[config.mk]
export PLATFORM = sky130hd
export DESIGN_NAME = ipd_frame_receiver_unit_flat
export DESIGN_NICKNAME = d
export VERILOG_FILES = /design/src/hdl/ipdfr_pkg.sv /design/src/hdl/ipdfr_cmd_if.sv /design/src/hdl/ipdfr_result_if.sv /design/src/hdl/ipdfr_cfg_if.sv /design/src/hdl/ipdfr_deframer.sv /design/src/hdl/ipd_frame_receiver_unit.sv /design/src/flat_wrapper.sv
export SDC_FILE = /design/constraint.sdc
export NUM_CORES = 1
export LEC_CHECK = 0
export BUFFER_PORTS_ARGS = -buffer_cell sky130_fd_sc_hd__buf_2
export CAP_MARGIN = 0
export CORE_AREA = 2 2 147 149
export CTS_CLUSTER_DIAMETER = 80
export DETAILED_ROUTE_END_ITERATION = 6
export DIE_AREA = 0 0 149 151
export PLACE_DENSITY = 0.56
export SLEW_MARGIN = 20
export SYNTH_ARGS = -nofsm -noshare
export SYNTH_HDL_FRONTEND = slang
export SYNTH_SLANG_ARGS = --single-unit
export TNS_END_PERCENT = 1
[constraint.sdc]
create_clock -name clk -period 5.6 [get_ports clk]
set_input_delay 1.68 -clock clk [delete_from_list [all_inputs] [get_ports clk]]
set_output_delay 1.68 -clock clk [all_outputs]
set_load 0.02 [all_outputs]
[src/hdl/ipdfr_pkg.sv]
package ipdfr_pkg;

  localparam int CmdWidth    = 2;
  localparam int ByteWidth   = 8;
  localparam int KindWidth   = 2;
  localparam int LengthWidth = 16;
  localparam int TicksWidth  = 16;

  // Command codes on the input channel.
  localparam logic [CmdWidth-1:0] CMD_START = 2'd0;
  localparam logic [CmdWidth-1:0] CMD_BYTE  = 2'd1;
  localparam logic [CmdWidth-1:0] CMD_TICK  = 2'd2;

  // Result kinds on the output channel.
  localparam logic [KindWidth-1:0] KIND_PAYLOAD = 2'd0;
  localparam logic [KindWidth-1:0] KIND_TIMEOUT = 2'd1;
  localparam logic [KindWidth-1:0] KIND_EMPTY   = 2'd2;

  // Frame header "+IPD," split into its first four bytes and the closing comma.
  localparam logic [31:0]          HDR_FIRST4 = 32'h2B49_5044;
  localparam logic [ByteWidth-1:0] HDR_LAST   = 8'h2C;
  localparam logic [ByteWidth-1:0] COLON_CH   = 8'h3A;
  localparam logic [ByteWidth-1:0] DIGIT_ZERO = 8'h30;
  localparam logic [ByteWidth-1:0] DIGIT_NINE = 8'h39;

  localparam logic [TicksWidth-1:0] TIMEOUT_RESET = 16'd1000;

  typedef struct packed {
    logic [CmdWidth-1:0]  cmd;
    logic [ByteWidth-1:0] rx_byte;
  } item_t;

  typedef struct packed {
    logic                   valid;
    logic [KindWidth-1:0]   result_kind;
    logic [ByteWidth-1:0]   data_byte;
    logic                   last;
    logic [LengthWidth-1:0] frame_length;
  } result_t;

endpackage

[src/hdl/ipdfr_cmd_if.sv]
interface ipdfr_cmd_if import ipdfr_pkg::*; ();
  logic                 valid;
  logic                 ready;
  logic [CmdWidth-1:0]  cmd;
  logic [ByteWidth-1:0] rx_byte;

  modport source (output valid, output cmd, output rx_byte, input ready);
  modport sink (input valid, input cmd, input rx_byte, output ready);
endinterface

[src/hdl/ipdfr_result_if.sv]
interface ipdfr_result_if import ipdfr_pkg::*; ();
  logic                   valid;
  logic                   ready;
  logic [KindWidth-1:0]   result_kind;
  logic [ByteWidth-1:0]   data_byte;
  logic                   last;
  logic [LengthWidth-1:0] frame_length;

  modport source (output valid, output result_kind, output data_byte, output last,
                  output frame_length, input ready);
  modport sink (input valid, input result_kind, input data_byte, input last,
                input frame_length, output ready);
endinterface

[src/hdl/ipdfr_cfg_if.sv]
interface ipdfr_cfg_if import ipdfr_pkg::*; ();
  logic                  valid;
  logic                  ready;
  logic [TicksWidth-1:0] timeout_ticks;

  modport source (output valid, output timeout_ticks, input ready);
  modport sink (input valid, input timeout_ticks, output ready);
endinterface

[src/hdl/ipdfr_deframer.sv]
module ipdfr_deframer import ipdfr_pkg::*; (
  input  logic                  clk,
  input  logic                  rst,
  input  logic                  step,
  input  item_t                 item,
  input  logic [TicksWidth-1:0] timeout_ticks,
  output result_t               result
);

  typedef enum logic [1:0] {
    PH_IDLE,
    PH_HUNT,
    PH_LEN,
    PH_DATA
  } phase_t;

  phase_t                 phase, phase_next;
  logic [31:0]            recent_bytes, recent_bytes_next;
  logic [LengthWidth-1:0] length_acc, length_acc_next;
  logic                   digits_done, digits_done_next;
  logic [LengthWidth-1:0] payload_count, payload_count_next;
  logic [TicksWidth-1:0]  ticks_left, ticks_left_next;

  logic [LengthWidth+3:0] length_scaled;
  logic [LengthWidth-1:0] count_inc;
  logic [TicksWidth-1:0]  ticks_dec;

  // length * 10 + digit, as two shifted copies and the digit value.
  assign length_scaled = {1'b0, length_acc, 3'b000} + {3'b000, length_acc, 1'b0}
                       + {16'd0, item.rx_byte[3:0]};
  assign count_inc = payload_count + 1'b1;
  assign ticks_dec = (ticks_left != '0) ? ticks_left - 1'b1 : ticks_left;

  always_comb begin
    phase_next         = phase;
    recent_bytes_next  = recent_bytes;
    length_acc_next    = length_acc;
    digits_done_next   = digits_done;
    payload_count_next = payload_count;
    ticks_left_next    = ticks_left;
    result             = '0;

    case (item.cmd)
      CMD_START: begin
        recent_bytes_next  = '0;
        length_acc_next    = '0;
        digits_done_next   = 1'b0;
        payload_count_next = '0;
        ticks_left_next    = timeout_ticks;
        if (timeout_ticks == '0) begin
          phase_next         = PH_IDLE;
          result.valid       = 1'b1;
          result.result_kind = KIND_TIMEOUT;
          result.last        = 1'b1;
        end else begin
          phase_next = PH_HUNT;
        end
      end
      CMD_BYTE: begin
        case (phase)
          PH_HUNT: begin
            recent_bytes_next = {recent_bytes[23:0], item.rx_byte};
            if (recent_bytes == HDR_FIRST4 && item.rx_byte == HDR_LAST) begin
              phase_next       = PH_LEN;
              length_acc_next  = '0;
              digits_done_next = 1'b0;
            end
          end
          PH_LEN: begin
            if (item.rx_byte == COLON_CH) begin
              if (length_acc == '0) begin
                phase_next         = PH_IDLE;
                result.valid       = 1'b1;
                result.result_kind = KIND_EMPTY;
                result.last        = 1'b1;
              end else begin
                phase_next         = PH_DATA;
                payload_count_next = '0;
              end
            end else if (item.rx_byte inside {[DIGIT_ZERO:DIGIT_NINE]}) begin
              if (!digits_done) begin
                length_acc_next = (length_scaled[LengthWidth+3:LengthWidth] != '0)
                                ? '1 : length_scaled[LengthWidth-1:0];
              end
            end else begin
              digits_done_next = 1'b1;
            end
          end
          PH_DATA: begin
            payload_count_next  = count_inc;
            result.valid        = 1'b1;
            result.result_kind  = KIND_PAYLOAD;
            result.data_byte    = item.rx_byte;
            result.frame_length = length_acc;
            result.last         = (count_inc == length_acc);
            if (count_inc == length_acc) begin
              phase_next = PH_IDLE;
            end
          end
          default: begin
          end
        endcase
      end
      CMD_TICK: begin
        if (phase != PH_IDLE) begin
          ticks_left_next = ticks_dec;
          if (ticks_dec == '0) begin
            phase_next          = PH_IDLE;
            result.valid        = 1'b1;
            result.result_kind  = KIND_TIMEOUT;
            result.last         = 1'b1;
            result.frame_length = (phase == PH_DATA) ? length_acc : '0;
          end
        end
      end
      default: begin
      end
    endcase
  end

  always_ff @(posedge clk) begin
    if (rst) begin
      phase         <= PH_IDLE;
      recent_bytes  <= '0;
      length_acc    <= '0;
      digits_done   <= 1'b0;
      payload_count <= '0;
      ticks_left    <= '0;
    end else if (step) begin
      phase         <= phase_next;
      recent_bytes  <= recent_bytes_next;
      length_acc    <= length_acc_next;
      digits_done   <= digits_done_next;
      payload_count <= payload_count_next;
      ticks_left    <= ticks_left_next;
    end
  end

endmodule

[src/hdl/ipd_frame_receiver_unit.sv]
// A word accepted into the input register is decoded by the deframer when it advances;
// its result, if any, is loaded into the result register, which offers it downstream.
// Throughput: one word per cycle while the result register is free or being emptied;
// every command is decoded in one pass through the deframer logic between both registers.
// Reset (rst, synchronous): empties both registers, returns the deframer to idle with
// all counters cleared and sets the tick budget to 1000.
module ipd_frame_receiver_unit import ipdfr_pkg::*; (
  input logic           clk,
  input logic           rst,
  ipdfr_cmd_if.sink     cmd_stream,
  ipdfr_result_if.source result_stream,
  ipdfr_cfg_if.sink     cfg
);

  logic [TicksWidth-1:0] budget;
  logic                  held_valid;
  item_t                 held_item;
  logic                  advance;
  result_t               step_result;
  result_t               out_reg;

  // The held word moves on whenever the result register is free or being emptied.
  assign advance          = held_valid && (!out_reg.valid || result_stream.ready);
  assign cmd_stream.ready = !held_valid || advance;
  assign cfg.ready        = 1'b1;

  always_ff @(posedge clk) begin
    if (rst) begin
      budget <= TIMEOUT_RESET;
    end else if (cfg.valid) begin
      budget <= cfg.timeout_ticks;
    end
  end

  always_ff @(posedge clk) begin
    if (rst) begin
      held_valid <= 1'b0;
    end else if (cmd_stream.valid && cmd_stream.ready) begin
      held_valid <= 1'b1;
    end else if (advance) begin
      held_valid <= 1'b0;
    end
    if (cmd_stream.valid && cmd_stream.ready) begin
      held_item.cmd     <= cmd_stream.cmd;
      held_item.rx_byte <= cmd_stream.rx_byte;
    end
  end

  ipdfr_deframer u_deframer (
    .clk           (clk),
    .rst           (rst),
    .step          (advance),
    .item          (held_item),
    .timeout_ticks (budget),
    .result        (step_result)
  );

  always_ff @(posedge clk) begin
    if (rst) begin
      out_reg.valid <= 1'b0;
    end else if (advance && step_result.valid) begin
      out_reg.valid <= 1'b1;
    end else if (result_stream.ready) begin
      out_reg.valid <= 1'b0;
    end
    if (advance && step_result.valid) begin
      out_reg.result_kind  <= step_result.result_kind;
      out_reg.data_byte    <= step_result.data_byte;
      out_reg.last         <= step_result.last;
      out_reg.frame_length <= step_result.frame_length;
    end
  end

  assign result_stream.valid        = out_reg.valid;
  assign result_stream.result_kind  = out_reg.result_kind;
  assign result_stream.data_byte    = out_reg.data_byte;
  assign result_stream.last         = out_reg.last;
  assign result_stream.frame_length = out_reg.frame_length;

`ifndef ASSERT_OFF
  a_result_loaded: assert property (@(posedge clk) disable iff (rst)
    advance && step_result.valid |=> result_stream.valid)
    else $error("result of a processed word did not reach the output");

  a_held_word_kept: assert property (@(posedge clk) disable iff (rst)
    held_valid && !advance |=> held_valid && $stable(held_item))
    else $error("stalled word in the input register was lost or changed");

  a_end_marks_last: assert property (@(posedge clk) disable iff (rst)
    result_stream.valid && result_stream.result_kind != KIND_PAYLOAD |-> result_stream.last)
    else $error("terminating result without last");

  a_end_no_data: assert property (@(posedge clk) disable iff (rst)
    result_stream.valid && result_stream.result_kind != KIND_PAYLOAD
      |-> result_stream.data_byte == '0)
    else $error("terminating result carries a data byte");
`endif

endmodule
[src/flat_wrapper.sv]
// flat-port wrapper written by rule: the top's interface ports become plain ports
module ipd_frame_receiver_unit_flat import ipdfr_pkg::*;
  (clk, rst, cmd_stream_valid, cmd_stream_cmd, cmd_stream_rx_byte, cmd_stream_ready, result_stream_valid, result_stream_result_kind, result_stream_data_byte, result_stream_last, result_stream_frame_length, result_stream_ready, cfg_valid, cfg_timeout_ticks, cfg_ready);
  ipdfr_cmd_if cmd_stream_i ();
  ipdfr_result_if result_stream_i ();
  ipdfr_cfg_if cfg_i ();
  input logic clk;
  input logic rst;
  input wire logic [$bits(cmd_stream_i.valid)-1:0] cmd_stream_valid;
  input wire logic [$bits(cmd_stream_i.cmd)-1:0] cmd_stream_cmd;
  input wire logic [$bits(cmd_stream_i.rx_byte)-1:0] cmd_stream_rx_byte;
  output wire logic [$bits(cmd_stream_i.ready)-1:0] cmd_stream_ready;
  output wire logic [$bits(result_stream_i.valid)-1:0] result_stream_valid;
  output wire logic [$bits(result_stream_i.result_kind)-1:0] result_stream_result_kind;
  output wire logic [$bits(result_stream_i.data_byte)-1:0] result_stream_data_byte;
  output wire logic [$bits(result_stream_i.last)-1:0] result_stream_last;
  output wire logic [$bits(result_stream_i.frame_length)-1:0] result_stream_frame_length;
  input wire logic [$bits(result_stream_i.ready)-1:0] result_stream_ready;
  input wire logic [$bits(cfg_i.valid)-1:0] cfg_valid;
  input wire logic [$bits(cfg_i.timeout_ticks)-1:0] cfg_timeout_ticks;
  output wire logic [$bits(cfg_i.ready)-1:0] cfg_ready;
  assign cmd_stream_i.valid = cmd_stream_valid;
  assign cmd_stream_i.cmd = cmd_stream_cmd;
  assign cmd_stream_i.rx_byte = cmd_stream_rx_byte;
  assign cmd_stream_ready = cmd_stream_i.ready;
  assign result_stream_valid = result_stream_i.valid;
  assign result_stream_result_kind = result_stream_i.result_kind;
  assign result_stream_data_byte = result_stream_i.data_byte;
  assign result_stream_last = result_stream_i.last;
  assign result_stream_frame_length = result_stream_i.frame_length;
  assign result_stream_i.ready = result_stream_ready;
  assign cfg_i.valid = cfg_valid;
  assign cfg_i.timeout_ticks = cfg_timeout_ticks;
  assign cfg_ready = cfg_i.ready;
  ipd_frame_receiver_unit u_core (.clk(clk), .rst(rst), .cmd_stream(cmd_stream_i), .result_stream(result_stream_i), .cfg(cfg_i));
endmodule
Word level (Yosys, flattened, before mapping)
Cells that the tools add are included.
{"block": "classes", "n_lt_le_gt_ge": 2, "mux": 50, "eq_ne": 23, "addsub": 4, "reduce_logical": 28}
{"op": "16-bit one-hot mux with 2 select lines", "count": 6}
{"op": "16-bit 2-to-1 mux", "count": 10}
{"op": "32-bit one-hot mux with 2 select lines", "count": 1}
{"op": "16-bit zero test", "count": 3}
{"op": "17-bit 2-to-1 mux", "count": 2}
{"op": "32-bit by 30-bit equality test with 1-bit output, second input constant", "count": 1}
{"op": "32-bit 2-to-1 mux", "count": 1}
{"op": "3-bit inequality test, second input constant", "count": 8}
{"op": "19-bit by 17-bit adder with 20-bit output", "count": 1}
{"op": "20-bit by 4-bit adder with 20-bit output", "count": 1}
{"op": "16-bit by 1-bit adder with 16-bit output, second input constant", "count": 1}
{"op": "16-bit equality test", "count": 1}
{"op": "8-bit by 6-bit equality test with 1-bit output, second input constant", "count": 2}
{"op": "16-bit nonzero test", "count": 1}
{"op": "16-bit by 1-bit subtractor with 16-bit output, second input constant", "count": 1}
{"op": "3-bit 2-to-1 mux", "count": 5}
{"op": "2-bit 2-to-1 mux", "count": 6}
{"op": "2-bit one-hot mux with 3 select lines", "count": 2}
{"op": "1-bit 2-to-1 mux", "count": 11}
{"op": "2-bit nonzero test", "count": 5}
{"op": "3-bit one-hot mux with 3 select lines", "count": 1}
{"op": "8-bit by 6-bit greater-or-equal comparator with 1-bit output, second input constant", "count": 1}
{"op": "8-bit by 6-bit <= comparator with 1-bit output, second input constant", "count": 1}
{"op": "8-bit AND reduction", "count": 1}
{"op": "21 further kinds", "count": 34}
{"block": "word_totals", "word_cells": 122, "regBits": 138, "input_bits": 31, "output_inout_bits": 30}

Logic depth before layout (Yosys ltp)
{"block": "depth", "ltp_word": 9, "depth_mapped": 13, "mapped_depth_nobuf": 11}

Modules after synthesis
From an unflattened synthesis, not the netlist that was laid out.
{"block": "hier_totals", "cells_unflattened": 832, "hier_area_um2": 7778.7}
{"mod": "ipdfr_deframer", "area_per_inst_um2": 5968.2, "instances": 1, "cells_each": 730, "seq_area_each_um2": 1661.6}
{"mod": "ipd_frame_receiver_unit", "area_per_inst_um2": 1810.5, "instances": 1, "cells_each": 102, "seq_area_each_um2": 1471.4}

Worst setup path after synthesis
No wires, ideal clock.
{"block": "synth_timing", "kind": "reg-to-reg", "from": "register u_core.u_deframer.ticks_left[0]", "to": "register, netlist name u_core.result_stream.data_byte[0]", "slack_ns": 0.615, "synth_period_minus_slack_ns": 4.985, "setup_ns": 0.445, "path_stages_with_launch": 12, "required_ns": 5.155, "n_path_buf": 1, "arrival_time_ns": 4.540, "path_cell_list": "dfxtp_1 > inv_1 > ha_1 > buf_2 > or3b_1 > nor4b_1 > mux2i_1 > nand3_1 > a2111oi_0 > a41oi_1 > and3b_1 > nor3_1"}
{"block": "synth_between", "elab_chain_len": 7, "word_cells_on_any_way": 8, "classes_between": "add/sub: 1; mux: 4; reduce/logical: 3"}
{"item": "start, declared", "line": "ipdfr_deframer.sv:22", "text": "logic [TicksWidth-1:0] ticks_left, ticks_left_next;"}
{"item": "start signal, assigned", "line": "ipdfr_deframer.sv:135", "text": "ticks_left <= ticks_left_next;"}
{"item": "16-bit by 1-bit subtractor with 16-bit output / 16-bit nonzero test (equally long branches)", "line": "ipdfr_deframer.sv:32", "text": "assign ticks_dec = (ticks_left != '0) ? ticks_left - 1'b1 : ticks_left;"}
{"item": "16-bit 2-to-1 mux *", "line": "ipdfr_deframer.sv:32"}
{"item": "16-bit zero test *", "line": "ipdfr_deframer.sv:107", "text": "if (ticks_dec == '0) begin"}
{"item": "3-bit 2-to-1 mux *", "line": "ipdfr_deframer.sv:107"}
{"item": "3-bit 2-to-1 mux *", "line": "ipdfr_deframer.sv:105", "text": "if (phase != PH_IDLE) begin"}
{"item": "3-bit one-hot mux with 3 select lines *", "line": "ipdfr_deframer.sv:43", "text": "case (item.cmd)"}
{"item": "1-bit logical AND *", "line": "ipd_frame_receiver_unit.sv:66", "text": "if (advance && step_result.valid) begin"}
Mark *: on every way between the ends. The rest lies on a longest branch, timed or not.
A chain may end at the register's enable or synchronous reset.

Final worst setup path
{"block": "layout_timing", "from": "register u_core.u_deframer.ticks_left[0]", "to": "register, netlist name u_core.result_stream.frame_length[13]"}
{"block": "layout_between", "elab_chain_len": 7, "word_cells_on_any_way": 8, "classes_between": "add/sub: 1; mux: 4; reduce/logical: 3"}
{"item": "16-bit by 1-bit subtractor with 16-bit output / 16-bit nonzero test (equally long branches)", "line": "ipdfr_deframer.sv:32"}
{"item": "16-bit 2-to-1 mux *", "line": "ipdfr_deframer.sv:32"}
{"item": "16-bit zero test *", "line": "ipdfr_deframer.sv:107"}
{"item": "3-bit 2-to-1 mux *", "line": "ipdfr_deframer.sv:107"}
{"item": "3-bit 2-to-1 mux *", "line": "ipdfr_deframer.sv:105"}
{"item": "3-bit one-hot mux with 3 select lines *", "line": "ipdfr_deframer.sv:43"}
{"item": "1-bit logical AND *", "line": "ipd_frame_receiver_unit.sv:66"}
Marks and branches as above.

==> results.md <==
- Outcome: finished, final reports clean
- Synth Register Bits: 138
- Post-layout minimum cycle time: 3950 ps
- Maximum vdd ir drop: 175 uV
- Asr flop ratio synth: 0
- Synth-to-Final Area Change: 14.2%
- Top-area cell type share of the netlist area: 0.259
- Gpl congestion: 0.871
- Worst Path Buf+Inv: 2
- CTS tree: done
- Design area: 0.00891 mm^2
- Leakage: 3.58 nW
- Core area: 0.0208 mm^2
- Mapped Nets: 952
- Worst min-delay path class: flip-flop to flip-flop
- ANT nets after route: 0
- CTS Root Cell: clkbuf_16
- Primary FF master, synth: dfxtp_1
- HPWL Detailed: 14100 um
- Unique masters post-synth: 73
- Die Width: 149 um
- RSZ-0062 raised after global routing: no
- IO Pins: 61
- Total congestion overflow: 0
- Pre-CTS setup slack: 1720 ps
- Critical path required time: 5700 ps
- Max Root-Sink Buffers: 2
- Synth top area cells: dfxtp_1 26%, edfxtp_1 14%, ha_1 6.6%, nor2_1 5.0%, a22oi_1 4.7%
- Slowest CP cell: a2111oi_0
- Net Sw Power: 0.633 mW
- Slew Limit Fails: 0
- Int Power: 1.79 mW
- Mean Syn Cell Area: 8.89 um^2
- Initial DRC count: 487
- Clock power share: 0.475
- Initial Util: 0.375
- Global-route wire length before repair: 32600 um
- Pwr dens: 272 mW/mm^2
- Initial antenna violation count: 0
- Highest clock rate: 253 MHz
- Routed vias: 6732
- DRT Pass-1 Iters: 5
- H-tree levels: 4
- Crit start category: flip-flop
- Post-CTS sizing: 0
- Share of cells above drive strength 1: 0.120
- Worst setup path startpoint: u_core.u_deframer.ticks_left[0]
- DR vias/cell: 5.60
- Largest stage delay, worst path: 470 ps
- Final #Nets: 989
- Number of enable flip-flop cells after synthesis: 37
- Area after DPL: 0.00831 mm^2
- Total power draw: 2.42 mW
- Clock sink count: 138
- Area leader, netlist: dfxtp_1
- Antenna fix cells: 0
- CP arrival: 4050 ps
- Sequential area share after synthesis: 0.401
- Sw frac: 0.261
- Die height: 151 um
- Clk_lat worst skew: 420 ps
- CP endpoint kind: flip-flop
- Clock transition at path regs: 70 ps
- GRT Total Usage: 0.181
- Slew margin rel.: 0.358
- Least-Margin Pin Slew: 961 ps
- Ratio of final minimum period to clock period: 0.705
- Comb pwr share: 0.088
- Total routed wirelength: 19900 um
- Core Rows: 53
- Synth warn: 0
- Setup-failing EPs final: 0
- DRC Markers: 0
- Max cap viols: 0
- Hold WS: 501 ps
- Hold Buf Count CTS: 0
- Wirelength per Cell: 16.6 um
- Setup slack after layout: 1650 ps
- Delay-heaviest family, CP: simple AND/OR/NAND/NOR gates
- # port buffers: 59
- Post-Syn Area: 0.00780 mm^2
- Postcts setup bufs: 0
- Final hold vios: 0
- RR Startpoint: u_core.u_deframer.ticks_left[0]
- Critical-path cell list: inv_1 > ha_1 > or3b_1 > nor4b_1 > mux2i_1 > nand3_1 > a2111oi_0 > a41oi_1 > and3b_1 > nor3_2 > buf_4
- Die Area: 0.0225 mm^2
- Setup_tns: 0 ps
- Post-Syn Instances: 878
- Sequential power share: 0.437
- Crit Path Category: flip-flop to flip-flop
- Number of buffers created by CTS: 17
- CP max FO: 18
- Vias in the first global route: 6338
- Largest net degree at the start of global routing: 53
- Min-delay src: u_core.u_deframer.recent_bytes[25]
- Setup Skew: 16.2 ps
final timing paths:
| kind | endpoint | slack (ps) | cells past startpoint |
|---|---|---|---|
| max | u_core.result_stream.frame_length[13] | 1650 | 11 |
| min | u_core.u_deframer.recent_bytes[25] | 500 | 2 |
| max reg2reg | u_core.result_stream.frame_length[13] | 1650 | 11 |
| min reg2reg | u_core.u_deframer.recent_bytes[25] | 500 | 2 |
metal layers:
| layer | up-vias | share of wire | track usage |
|---|---|---|---|
| met2 | 155 | 0.46 | 0.286 |
| li1 | 3352 | - | - |
| met1 | 3212 | 0.49 | 0.253 |
| met3 | 13 | 0.037 | 0.0395 |
| met5 | - | 0 | 0 |
| met4 | 0 | 0.0098 | 0.0429 |
power groups by stage:
stage / logic [mW] / registers (mW) / clock network, mW
after floorplan: 0.161 / 1.07 / 0
after global placement: 0.212 / 1.08 / 0
after detailed placement: 0.209 / 1.08 / 0
after CTS: 0.211 / 1.06 / 1.18
after global routing: 0.236 / 1.06 / 1.22
final: 0.213 / 1.06 / 1.15
cells by family (layout without fill, tap and decap cells):
family / after synthesis / after routing / share of synthesized area
xor gates and xnor gates: 31 / 31 / 0.0348
and+or+nand+nor: 342 / 342 / 0.233
buffers and inverters: 69 / 119 / 0.0366
other: 1 / 1 / 0.000481
adders and majority gates: 43 / 43 / 0.0709
DFF: 138 / 138 / 0.401
AOI/OAI and AO/OA: 230 / 230 / 0.191
muxes: 24 / 24 / 0.0313
layout by cell type, fill, tap and decap left out, drive strengths merged, types with 15 or more instances in the layout:
cell type,instances
a21oi,58
a22oi,49
and2,23
buf,67
clkbuf,19
dfxtp,101
edfxtp,37
ha,41
inv,30
mux2i,21
nand2,49
nand3,28
nand4,15
nor2,103
nor4,21
o21ai,49
xnor2,22
metrics by stage:
| stage | std cells | utilization |
|---|---|---|
| CTS | 1203 | 0.428 |
| global route | 1203 | 0.428 |
| finish | 1203 | 0.428 |
| detailed placement | 1171 | 0.399 |
| floorplan | 878 | - |
| global placement | 1171 | 0.399 |
synth_stat cells, types with 5 or more instances:
cell type    n
nand3_1     27
dfxtp_1    101
or3_1       13
or4_1        5
buf_2        6
nor4b_1      9
and2_1      23
nor4_1      18
clkbuf_1    39
nand4_1     15
nand3b_1     7
xor2_1       9
nor2b_1     13
a22oi_1     49
and3_1      14
nor2_1     103
nand2_1     49
edfxtp_1    37
a211oi_1    10
a21o_1      10
ha_1        41
nor3_1      14
o21ai_0     37
xnor2_1     22
a21oi_1     58
a31oi_1      8
o22ai_1      6
mux2i_1     21
nand2b_1    10
inv_1       19
o21ai_1     12
flip-flops by register name, indices dropped and copies added, names as in the netlist:
name                               count
u_core.u_deframer.digits_done          1
u_core.u_deframer.payload_count       16
u_core.u_deframer.ticks_left          16
u_core.u_deframer.phase                2
u_core.result_stream.data_byte         8
u_core.result_stream.valid             1
u_core.result_stream.frame_length     16
u_core.result_stream.last              1
u_core.u_deframer.length_acc          16
u_core.result_stream.result_kind       2
u_core.held_valid                      1
u_core.budget                         16
u_core.u_deframer.recent_bytes        32
u_core.held_item                      10
worst reg2reg max path, stage by stage, from the launching register on:
cell and delay, ps:
dfxtp_1 350, inv_1 130, ha_1 340, or3b_1 460, nor4b_1 360, mux2i_1 370
nand3_1 110, a2111oi_0 470, a41oi_1 260, and3b_1 280, nor3_2 190, buf_4 300
layout make-up:
type | count | area, um^2
multi-input cells | 671 | 4400
clock inverters | 13 | 141
repair buffers | 67 | 355
clock buffers | 19 | 464
fillers | 2044 | 11900
inverters | 20 | 75.1
flip-flops and latches | 138 | 3130
well taps | 275 | 344
(Power assumes the default switching activity.)
